$ cat src/rtl/lsmx_pkg.sv
// ----------------------------------------------------------------------------
// lsmx_pkg: shared types and constants for the load/store multiple expander
// Opcode and phase encodings, field widths and the command and result words
// passed between the expander's modules.
// ----------------------------------------------------------------------------
package lsmx_pkg;

   localparam int NUM_REGS_DEF   = 32;
   localparam int WORD_BYTES_DEF = 4;

   localparam int REG_W   = 5;
   localparam int OFS_W   = 9;
   localparam int MASK_W  = 4;
   localparam int EXTRA_N = 4;
   localparam int IDX_W   = 2;

   // extra registers sit at the top of the file: fp, gp, lp, sp
   localparam logic [REG_W-1:0] REG_SP = 5'd31;

   typedef enum logic [1:0] {
      OP_LOAD  = 2'd0,
      OP_STORE = 2'd1,
      OP_ADD   = 2'd2
   } op_kind_type;

   typedef enum logic [1:0] {
      PH_IDLE,
      PH_RANGE,
      PH_EXTRA,
      PH_MODIFY
   } phase_type;

   typedef struct packed {
      logic              is_store;
      logic              after_mode;
      logic              decrement;
      logic              modify_base;
      logic              range_none;
      logic [REG_W-1:0]  first_reg;
      logic [REG_W-1:0]  last_reg;
      logic [MASK_W-1:0] enable_mask;
      logic [REG_W-1:0]  base_reg;
   } cmd_type;

   typedef struct packed {
      op_kind_type      op_kind;
      logic [REG_W-1:0] data_reg;
      logic [REG_W-1:0] addr_reg;
      logic [OFS_W-1:0] byte_offset;
      logic             last;
   } item_type;

endpackage

$ cat src/rtl/load_store_multiple_expander_core.sv
// ----------------------------------------------------------------------------
// Flow: the request word is taken into the sequencer state, then each empty part
// (range or extra registers) passes through its own state; after that one result
// word per cycle is registered while rsp_tready is high. A new request word is
// taken only when the sequencer has emitted every word of the previous instruction.
// Reset: synchronous, active high; clears the sequencer phase, access count and output valid.
// ----------------------------------------------------------------------------
// load_store_multiple_expander_core: load/store multiple expander top level
// Takes one multiple-word instruction and emits its single-word accesses and
// the optional base update through a registered result channel.
// ----------------------------------------------------------------------------
module load_store_multiple_expander_core
   import lsmx_pkg::*;
#(
   parameter int NUM_REGS   = NUM_REGS_DEF,
   parameter int WORD_BYTES = WORD_BYTES_DEF
) (
   input  logic        clock,
   input  logic        reset,
   input  logic        req_tvalid,
   output logic        req_tready,
   // after_mode, decrement, modify_base, range_none, first_reg[4:0],
   // last_reg[4:0], enable_mask[3:0], base_reg[4:0], zero pad
   input  logic [23:0] req_tdata,
   input  logic        req_tuser,   // is_store
   output logic        rsp_tvalid,
   input  logic        rsp_tready,
   // data_reg[4:0], addr_reg[4:0], byte_offset[8:0], zero pad
   output logic [23:0] rsp_tdata,
   output logic [1:0]  rsp_tuser,   // op_kind
   output logic        rsp_tlast
);

   cmd_type  cmd;
   item_type item;
   logic     idle;
   logic     emit;
   logic     out_free;
   logic     start;

   logic     rsp_valid_ff, rsp_valid_in;
   item_type rsp_item_ff, rsp_item_in;

   assign cmd.is_store    = req_tuser;
   assign cmd.after_mode  = req_tdata[0];
   assign cmd.decrement   = req_tdata[1];
   assign cmd.modify_base = req_tdata[2];
   assign cmd.range_none  = req_tdata[3];
   assign cmd.first_reg   = req_tdata[8:4];
   assign cmd.last_reg    = req_tdata[13:9];
   assign cmd.enable_mask = req_tdata[17:14];
   assign cmd.base_reg    = req_tdata[22:18];

   assign req_tready = idle;
   assign start      = req_tvalid && idle;
   // output slot is free when empty or being drained this cycle
   assign out_free   = !rsp_valid_ff || rsp_tready;

   lsmx_sequencer #(
      .NUM_REGS   (NUM_REGS),
      .WORD_BYTES (WORD_BYTES)
   ) u_sequencer (
      .clock    (clock),
      .reset    (reset),
      .start    (start),
      .cmd      (cmd),
      .out_free (out_free),
      .idle     (idle),
      .emit     (emit),
      .item     (item)
   );

   always_comb begin
      rsp_valid_in = rsp_valid_ff;
      rsp_item_in  = rsp_item_ff;
      if (out_free) begin
         rsp_valid_in = emit;
         rsp_item_in  = item;
      end
   end

   always_ff @(posedge clock) begin
      if (reset) begin
         rsp_valid_ff <= 1'b0;
      end else begin
         rsp_valid_ff <= rsp_valid_in;
      end
      rsp_item_ff <= rsp_item_in;
   end

   assign rsp_tvalid = rsp_valid_ff;
   assign rsp_tuser  = rsp_item_ff.op_kind;
   assign rsp_tdata  = {5'd0, rsp_item_ff.byte_offset, rsp_item_ff.addr_reg,
                        rsp_item_ff.data_reg};
   assign rsp_tlast  = rsp_item_ff.last;

endmodule

$ cat src/rtl/lsmx_offset_unit.sv
// ----------------------------------------------------------------------------
// lsmx_offset_unit: byte offset generator
// Forms WORD_BYTES * count, plus WORD_BYTES when first_en is set, applies the
// direction and saturates the result into the signed offset field.
// ----------------------------------------------------------------------------
module lsmx_offset_unit
   import lsmx_pkg::*;
#(
   parameter int NUM_REGS   = NUM_REGS_DEF,
   parameter int WORD_BYTES = WORD_BYTES_DEF
) (
   input  logic                                  first_en,
   input  logic                                  neg,
   input  logic [$clog2(NUM_REGS+EXTRA_N+1)-1:0] count,
   output logic [OFS_W-1:0]                      offset
);

   localparam int MAX_ACC = NUM_REGS + EXTRA_N;
   localparam int MAG_W   = $clog2(WORD_BYTES * (MAX_ACC + 1) + 1);
   localparam int EXT_W   = (MAG_W > OFS_W + 1) ? MAG_W : OFS_W + 1;
   localparam logic [EXT_W-1:0] POS_MAX = EXT_W'(2 ** (OFS_W - 1) - 1);
   localparam logic [EXT_W-1:0] NEG_MAX = EXT_W'(2 ** (OFS_W - 1));

   logic [EXT_W-1:0] mag;
   logic [EXT_W-1:0] sat;

   always_comb begin
      mag = (first_en ? EXT_W'(WORD_BYTES) : '0) + EXT_W'(count) * EXT_W'(WORD_BYTES);
      if (neg) begin
         sat    = (mag > NEG_MAX) ? NEG_MAX : mag;
         offset = OFS_W'(EXT_W'(0) - sat);
      end else begin
         sat    = (mag > POS_MAX) ? POS_MAX : mag;
         offset = OFS_W'(sat);
      end
   end

endmodule

$ cat src/rtl/lsmx_sequencer.sv
// ----------------------------------------------------------------------------
// lsmx_sequencer: access sequencer
// Walks the register range and the extra registers in the direction's order,
// one access per cycle while out_free is high, then the optional base update.
// ----------------------------------------------------------------------------
module lsmx_sequencer
   import lsmx_pkg::*;
#(
   parameter int NUM_REGS   = NUM_REGS_DEF,
   parameter int WORD_BYTES = WORD_BYTES_DEF
) (
   input  logic     clock,
   input  logic     reset,
   input  logic     start,
   input  cmd_type  cmd,
   input  logic     out_free,
   output logic     idle,
   output logic     emit,
   output item_type item
);

   localparam int CNT_W = $clog2(NUM_REGS + EXTRA_N + 1);
   localparam logic [REG_W-1:0] TOP_REG = REG_W'(NUM_REGS - 1);

   phase_type phase_ff, phase_in;
   logic              is_store_ff, is_store_in;
   logic              after_ff, after_in;
   logic              dec_ff, dec_in;
   logic              modify_ff, modify_in;
   logic [REG_W-1:0]  base_ff, base_in;
   logic [REG_W-1:0]  cur_reg_ff, cur_reg_in;
   logic [CNT_W-1:0]  range_left_ff, range_left_in;
   logic [MASK_W-1:0] mask_ff, mask_in;
   logic [CNT_W-1:0]  acc_cnt_ff, acc_cnt_in;
   logic [CNT_W-1:0]  total_ff, total_in;

   logic [REG_W-1:0]  hi_c;
   logic [CNT_W-1:0]  range_len;
   logic [IDX_W-1:0]  pick;
   logic              first_en;
   logic [OFS_W-1:0]  offset;
   phase_type         range_done;
   phase_type         extra_done;

   lsmx_offset_unit #(
      .NUM_REGS   (NUM_REGS),
      .WORD_BYTES (WORD_BYTES)
   ) u_offset (
      .first_en (first_en),
      .neg      (dec_ff),
      .count    (acc_cnt_ff),
      .offset   (offset)
   );

   always_ff @(posedge clock) begin
      if (reset) begin
         phase_ff   <= PH_IDLE;
         acc_cnt_ff <= '0;
      end else begin
         phase_ff   <= phase_in;
         acc_cnt_ff <= acc_cnt_in;
      end
      is_store_ff   <= is_store_in;
      after_ff      <= after_in;
      dec_ff        <= dec_in;
      modify_ff     <= modify_in;
      base_ff       <= base_in;
      cur_reg_ff    <= cur_reg_in;
      range_left_ff <= range_left_in;
      mask_ff       <= mask_in;
      total_ff      <= total_in;
   end

   // extra registers: fp first going up, sp first going down
   always_comb begin
      pick = '0;
      if (dec_ff) begin
         for (int i = EXTRA_N - 1; i >= 0; i--) begin
            if (mask_ff[i]) pick = IDX_W'(i);
         end
      end else begin
         for (int i = 0; i < EXTRA_N; i++) begin
            if (mask_ff[i]) pick = IDX_W'(i);
         end
      end
   end

   always_comb begin
      hi_c = (cmd.last_reg > TOP_REG) ? TOP_REG : cmd.last_reg;
      if (!cmd.range_none && cmd.first_reg <= hi_c) begin
         range_len = CNT_W'(hi_c) - CNT_W'(cmd.first_reg) + CNT_W'(1);
      end else begin
         range_len = '0;
      end
   end

   always_comb begin
      phase_in      = phase_ff;
      is_store_in   = is_store_ff;
      after_in      = after_ff;
      dec_in        = dec_ff;
      modify_in     = modify_ff;
      base_in       = base_ff;
      cur_reg_in    = cur_reg_ff;
      range_left_in = range_left_ff;
      mask_in       = mask_ff;
      acc_cnt_in    = acc_cnt_ff;
      total_in      = total_ff;
      emit          = 1'b0;
      first_en      = after_ff && (phase_ff != PH_MODIFY);

      range_done = dec_ff ? (modify_ff ? PH_MODIFY : PH_IDLE) : PH_EXTRA;
      extra_done = dec_ff ? PH_RANGE : (modify_ff ? PH_MODIFY : PH_IDLE);

      item.op_kind     = is_store_ff ? OP_STORE : OP_LOAD;
      item.data_reg    = cur_reg_ff;
      item.addr_reg    = base_ff;
      item.byte_offset = offset;
      item.last        = !modify_ff && (acc_cnt_ff == total_ff - CNT_W'(1));

      unique case (phase_ff)
         PH_IDLE: begin
            if (start) begin
               is_store_in   = cmd.is_store;
               after_in      = cmd.after_mode;
               dec_in        = cmd.decrement;
               modify_in     = cmd.modify_base;
               base_in       = cmd.base_reg;
               cur_reg_in    = cmd.decrement ? hi_c : cmd.first_reg;
               range_left_in = range_len;
               mask_in       = cmd.enable_mask;
               acc_cnt_in    = '0;
               total_in      = range_len + CNT_W'(cmd.enable_mask[0])
                             + CNT_W'(cmd.enable_mask[1])
                             + CNT_W'(cmd.enable_mask[2])
                             + CNT_W'(cmd.enable_mask[3]);
               phase_in      = cmd.decrement ? PH_EXTRA : PH_RANGE;
            end
         end
         PH_RANGE: begin
            if (range_left_ff == '0) begin
               phase_in = range_done;
            end else if (out_free) begin
               emit          = 1'b1;
               cur_reg_in    = dec_ff ? cur_reg_ff - REG_W'(1) : cur_reg_ff + REG_W'(1);
               range_left_in = range_left_ff - CNT_W'(1);
               acc_cnt_in    = acc_cnt_ff + CNT_W'(1);
               if (range_left_ff == CNT_W'(1)) phase_in = range_done;
            end
         end
         PH_EXTRA: begin
            item.data_reg = REG_SP - REG_W'(pick);
            if (mask_ff == '0) begin
               phase_in = extra_done;
            end else if (out_free) begin
               emit       = 1'b1;
               mask_in    = mask_ff & ~(MASK_W'(1) << pick);
               acc_cnt_in = acc_cnt_ff + CNT_W'(1);
               if ((mask_ff & ~(MASK_W'(1) << pick)) == '0) phase_in = extra_done;
            end
         end
         PH_MODIFY: begin
            item.op_kind  = OP_ADD;
            item.data_reg = base_ff;
            item.last     = 1'b1;
            if (out_free) begin
               emit     = 1'b1;
               phase_in = PH_IDLE;
            end
         end
         default: phase_in = PH_IDLE;
      endcase
   end

   assign idle = (phase_ff == PH_IDLE);

endmodule
$ cat config.mk
export PLATFORM = sky130hd
export DESIGN_NAME = load_store_multiple_expander_core
export DESIGN_NICKNAME = d
export VERILOG_FILES = /design/src/rtl/lsmx_pkg.sv /design/src/rtl/load_store_multiple_expander_core.sv /design/src/rtl/lsmx_offset_unit.sv /design/src/rtl/lsmx_sequencer.sv
export SDC_FILE = /design/constraint.sdc
export NUM_CORES = 1
export LEC_CHECK = 0
export ABC_AREA = 1
export BUFFER_PORTS_ARGS = -buffer_cell sky130_fd_sc_hd__buf_2
export CORE_AREA = 2 2 103 105
export DETAILED_ROUTE_END_ITERATION = 8
export DIE_AREA = 0 0 105 107
export PLACE_DENSITY = 0.65
export SYNTH_ARGS = -nofsm -noshare
export SYNTH_HDL_FRONTEND = slang
export SYNTH_SLANG_ARGS = --single-unit
$ cat constraint.sdc
create_clock -name clock -period 7.65 [get_ports clock]
set_clock_uncertainty 0.2 [all_clocks]
set_input_delay 1.53 -clock clock [delete_from_list [all_inputs] [get_ports clock]]
set_output_delay 1.53 -clock clock [all_outputs]
set_load 0.1 [all_outputs]
==> results by group <==
Outcome
  – Outcome: finished clean

CTS
  – Max Root-Sink Buffers: 2
  – TritonCTS clock tree: yes
  – Maximum level of the CTS H-tree: 3
  – Quantity of gates resized following cts: 0
  – Root buffer cell: sky130_fd_sc_hd__clkbuf_8
  – Number of CTS-inserted buffers: 9
  – Cts hold-fix bufs: 0
  – Worst-skew pair later-pin latency: approximately 0.34 ns
  – CTS Sinks: 60
  – Post-CTS Repair Setup Buffers: 0
  – Clock transition at the register clock pins on the worst setup and hold paths after CTS: about 0.070 ns

Route
  – Residual antenna-violating net count after detailed routing: 0
  – Average wire length per cell after detail routing: about 12 um
  – Detailed-route wire length: ~7900 um
  – Vias after detailed routing: 3,025
  – Vias per cell: approximately 4.7
  – Router iterations before antenna repair: 5
  – Total DRC errors in the routed layout: 0
  – First DRT Iteration DRCs: 128

Worst setup path
  – Most repeated library cell on the critical path: sky130_fd_sc_hd__nand2_1
  – Startpoint type of the worst setup path: input port
  – Critical path class: input port to flop
  – Worst flop-to-flop path endpoint: rsp_tdata[18]
  – Stage delay of the slowest cell on the critical path: ~0.41 ns
  – Register-to-register setup slack: about 4.5 ns
  – Cell type group with the largest total delay on the critical path: adder cells
  – Worst setup path startpoint: req_tdata[6]
  – Sort of element at the end of the critical path: flop
  – Crit path depth: 15
  – Critical path fanouts, max: 4
  – Buffers and inverters on the worst path: 3
  – Slowest CP cell: sky130_fd_sc_hd__fa_1
  – Cells on worst reg2reg path: 16
  – Data required time of the worst path: between 7 and 8 ns
  – Arrival time reported for the critical path endpoint: roughly 3.9 ns
  – Worst path cell trace: buf_2 > inv_1 > ha_1 > nand2_1 > nor2_1 > nand2_1 > o211ai_1 > a21oi_2 > nand2_1 > fa_1 > fa_1 > inv_1 > nand2_1 > o21ai_0 > nand2_1
  – Critical register-to-register path startpoint: u_sequencer.phase_ff[0]
  – Capture point of the worst path: u_sequencer.total_ff[4]

Job
  – Max-capacitance violation count: 0

Place
  – HPWL Detailed: between 6000 and 7000 um
  – Weighted congestion reported at the end of routability-driven placement: 0.858
  – Port-buffer cells: 51
  – Post-Place Cells: roughly 630

Global route
  – GR met2 Demand/Resource: between 20% and 30%
  – Met3 Usage GRT: ~2.6%
  – Vias in the first global route: between 2,000 and 3,000
  – Antenna violations before repair: 0
  – GR Util met1: 18.4%
  – Total track usage: between 10 and 15%
  – Wire length of the first global-routing pass: 13,000 um
  – Top Usage Layer GRT: met2
  – Pin count of the biggest net entering global routing: 26
  – GRT overflow: 0

STA
  – Final-report hold violation count: 0
  – Final count of negative-setup-slack endpoints: 0
  – Unrepaired setup endpoints after global routing: no
  – Fmax achieved: 0.250 GHz
  – Period utilization: between 50% and 60%
  – Least-Margin Pin Slew: 1.07 ns
  – Slew margin rel.: between 20% and 30%
  – Total Neg Setup Slack: 0 ns
  – Hold WS: between 0.2 and 0.3 ns
  – Minimum clock period: around 4.0 ns
  – Max-slew violation count: 0

Logic synthesis
  – Mean area per synthesized cell: approximately 8.7 um2
  – Top_reg_cell synth: sky130_fd_sc_hd__edfxtp_1
  – Syn. warnings: 0
  – Number of unique standard cell types used by synthesis: between 40 and 50
  – Async S/R FF share, synth: 0%
  – Sequential share of the synthesized area: 43.5%
  – Post-synthesis cell count: 452
  – Register bit total from synthesis: 60
  – Synthesized cell area: slightly below 4000 um2
  – Number of enable flip-flop cells after synthesis: ~50

Pwr
  – Leak: between 2 and 2.5 nW
  – Power density cells: 410 nW/um2
  – IR Drop Worst-Case VDD: roughly 0.23 mV

Finish
  – Final cell count without fillers: 642
  – Nets: between 500 and 600
  – Multi-input logic area: between 1500 and 2000 um2
  – Storage element area: 1710 um2
  – Most common cell after layout, fill and taps aside: sky130_fd_sc_hd__nand2_1
  – Filler cell count: about 1,000
  – Highest-count cells in the layout ignoring fill and taps: 94 x sky130_fd_sc_hd__nand2_1, 58 x sky130_fd_sc_hd__inv_1, 51 x sky130_fd_sc_hd__buf_2, 51 x sky130_fd_sc_hd__edfxtp_1, 41 x sky130_fd_sc_hd__nor2_1
  – Antenna diode instance count: 0
  – Layout cells sized above 1: a little under a fifth
  – Layout Area Growth over Synthesis: 13.8%

Floorplanning
  – Number of rows in the core area: 37
  – Die ar.: approximately 11,000 um2
  – Starting utilization of the core area: around two fifths
  – Area of the core: just over 10,000 um2
  – Die outline width: around 110 um
  – Vert. Die Dim: ~110 um
  – Number of ports placed on the die boundary: just under 60

Hold path
  – Hold Path Class: flop to flop
==> cell type report <==
class | count | share of cell area (%)
flip-flops and latches | 60 | 38.2
inverters | 66 | 5.65
well taps | 136 | 3.80
multi-input cells | 313 | 42.1
clock inverters | 7 | 1.71
clock buffers | 9 | 2.77
repair buffers | 51 | 5.70
==> flip-flops by register name, indices dropped and copies added, names as in the netlist, 2 cells and up <==
signal                     flops
rsp_tdata                     18
u_sequencer.acc_cnt_ff         6
u_sequencer.range_left_ff      6
u_sequencer.total_ff           6
u_sequencer.base_ff            5
u_sequencer.cur_reg_ff         5
u_sequencer.mask_ff            4
rsp_tuser                      2
u_sequencer.phase_ff           2
==> worst min path at each step <==
| stage | from | endpoint | cells past startpoint |
|---|---|---|---|
| floorplan | u_sequencer.base_ff[1] | rsp_tdata[6] | 0 |
| global route | u_sequencer.base_ff[4] | rsp_tdata[9] | 0 |
| detailed placement | u_sequencer.base_ff[4] | rsp_tdata[9] | 0 |
| finish | u_sequencer.base_ff[4] | rsp_tdata[9] | 0 |
| global placement | u_sequencer.base_ff[3] | rsp_tdata[8] | 0 |
| CTS | u_sequencer.base_ff[4] | rsp_tdata[9] | 0 |
==> power by group <==
part / leakage (nW) / switching, W / total, W / internal (W)
Clock: 0.0958 / 0.000134 / 0.000286 / 0.000152
Combinational: 1.40 / 0.000736 / 0.000964 / 0.000228
Sequential: 0.593 / 0.0000680 / 0.000586 / 0.000518
==> stage by stage <==
stage	cell area (um2)	power, W	utilization, %	worst slack [ns]
after floorplan	3950	0.00138	-	3.60
after global placement	4280	0.00154	42.4	3.33
after detailed placement	4280	0.00155	42.4	3.30
after CTS	4480	0.00184	44.3	3.67
after global routing	4480	0.00196	44.3	3.48
final	4480	0.00184	44.3	3.65
==> synthesized netlist by cell type (all sizes together), types with 2 or more instances <==
cell type	instances	area, um2
nor3	2	10.0
xnor2	5	51.3
fa	6	120
a22oi	2	15.0
nand2	101	402
ha	28	350
dfxtp	9	180
o211ai	2	15.0
a21oi	28	144
o22ai	4	25.0
nand4	3	33.8
nor2	44	178
o21ai	38	201
nand3	19	105
edfxtp	51	1530
buf	8	61.3
inv	66	253
a31oi	2	12.5
xor2	17	149
clkbuf	9	35.0
==> kinds of logic (layout without fill, tap and decap cells) <==
logic type / Yosys count / count (layout) / share of synthesized area, %
compound gates: 81 / 81 / 11.5
flops: 60 / 60 / 43.5
other cells: 1 / 5 / 0.0954
fa+ha+maj: 34 / 34 / 12.0
xor+xnor: 22 / 22 / 5.09
buf+inv: 83 / 133 / 8.88
simple gates: 171 / 171 / 18.9
==> layer usage <==
| layer | vias to the layer above | share of wire [%] |
|---|---|---|
| met5 | - | 0 |
| met4 | 0 | 1.1 |
| met3 | 7 | 4.3 |
| met2 | 60 | 48 |
| met1 | 1385 | 47 |
| li1 | 1573 | - |
(Power assumes the default switching activity.)
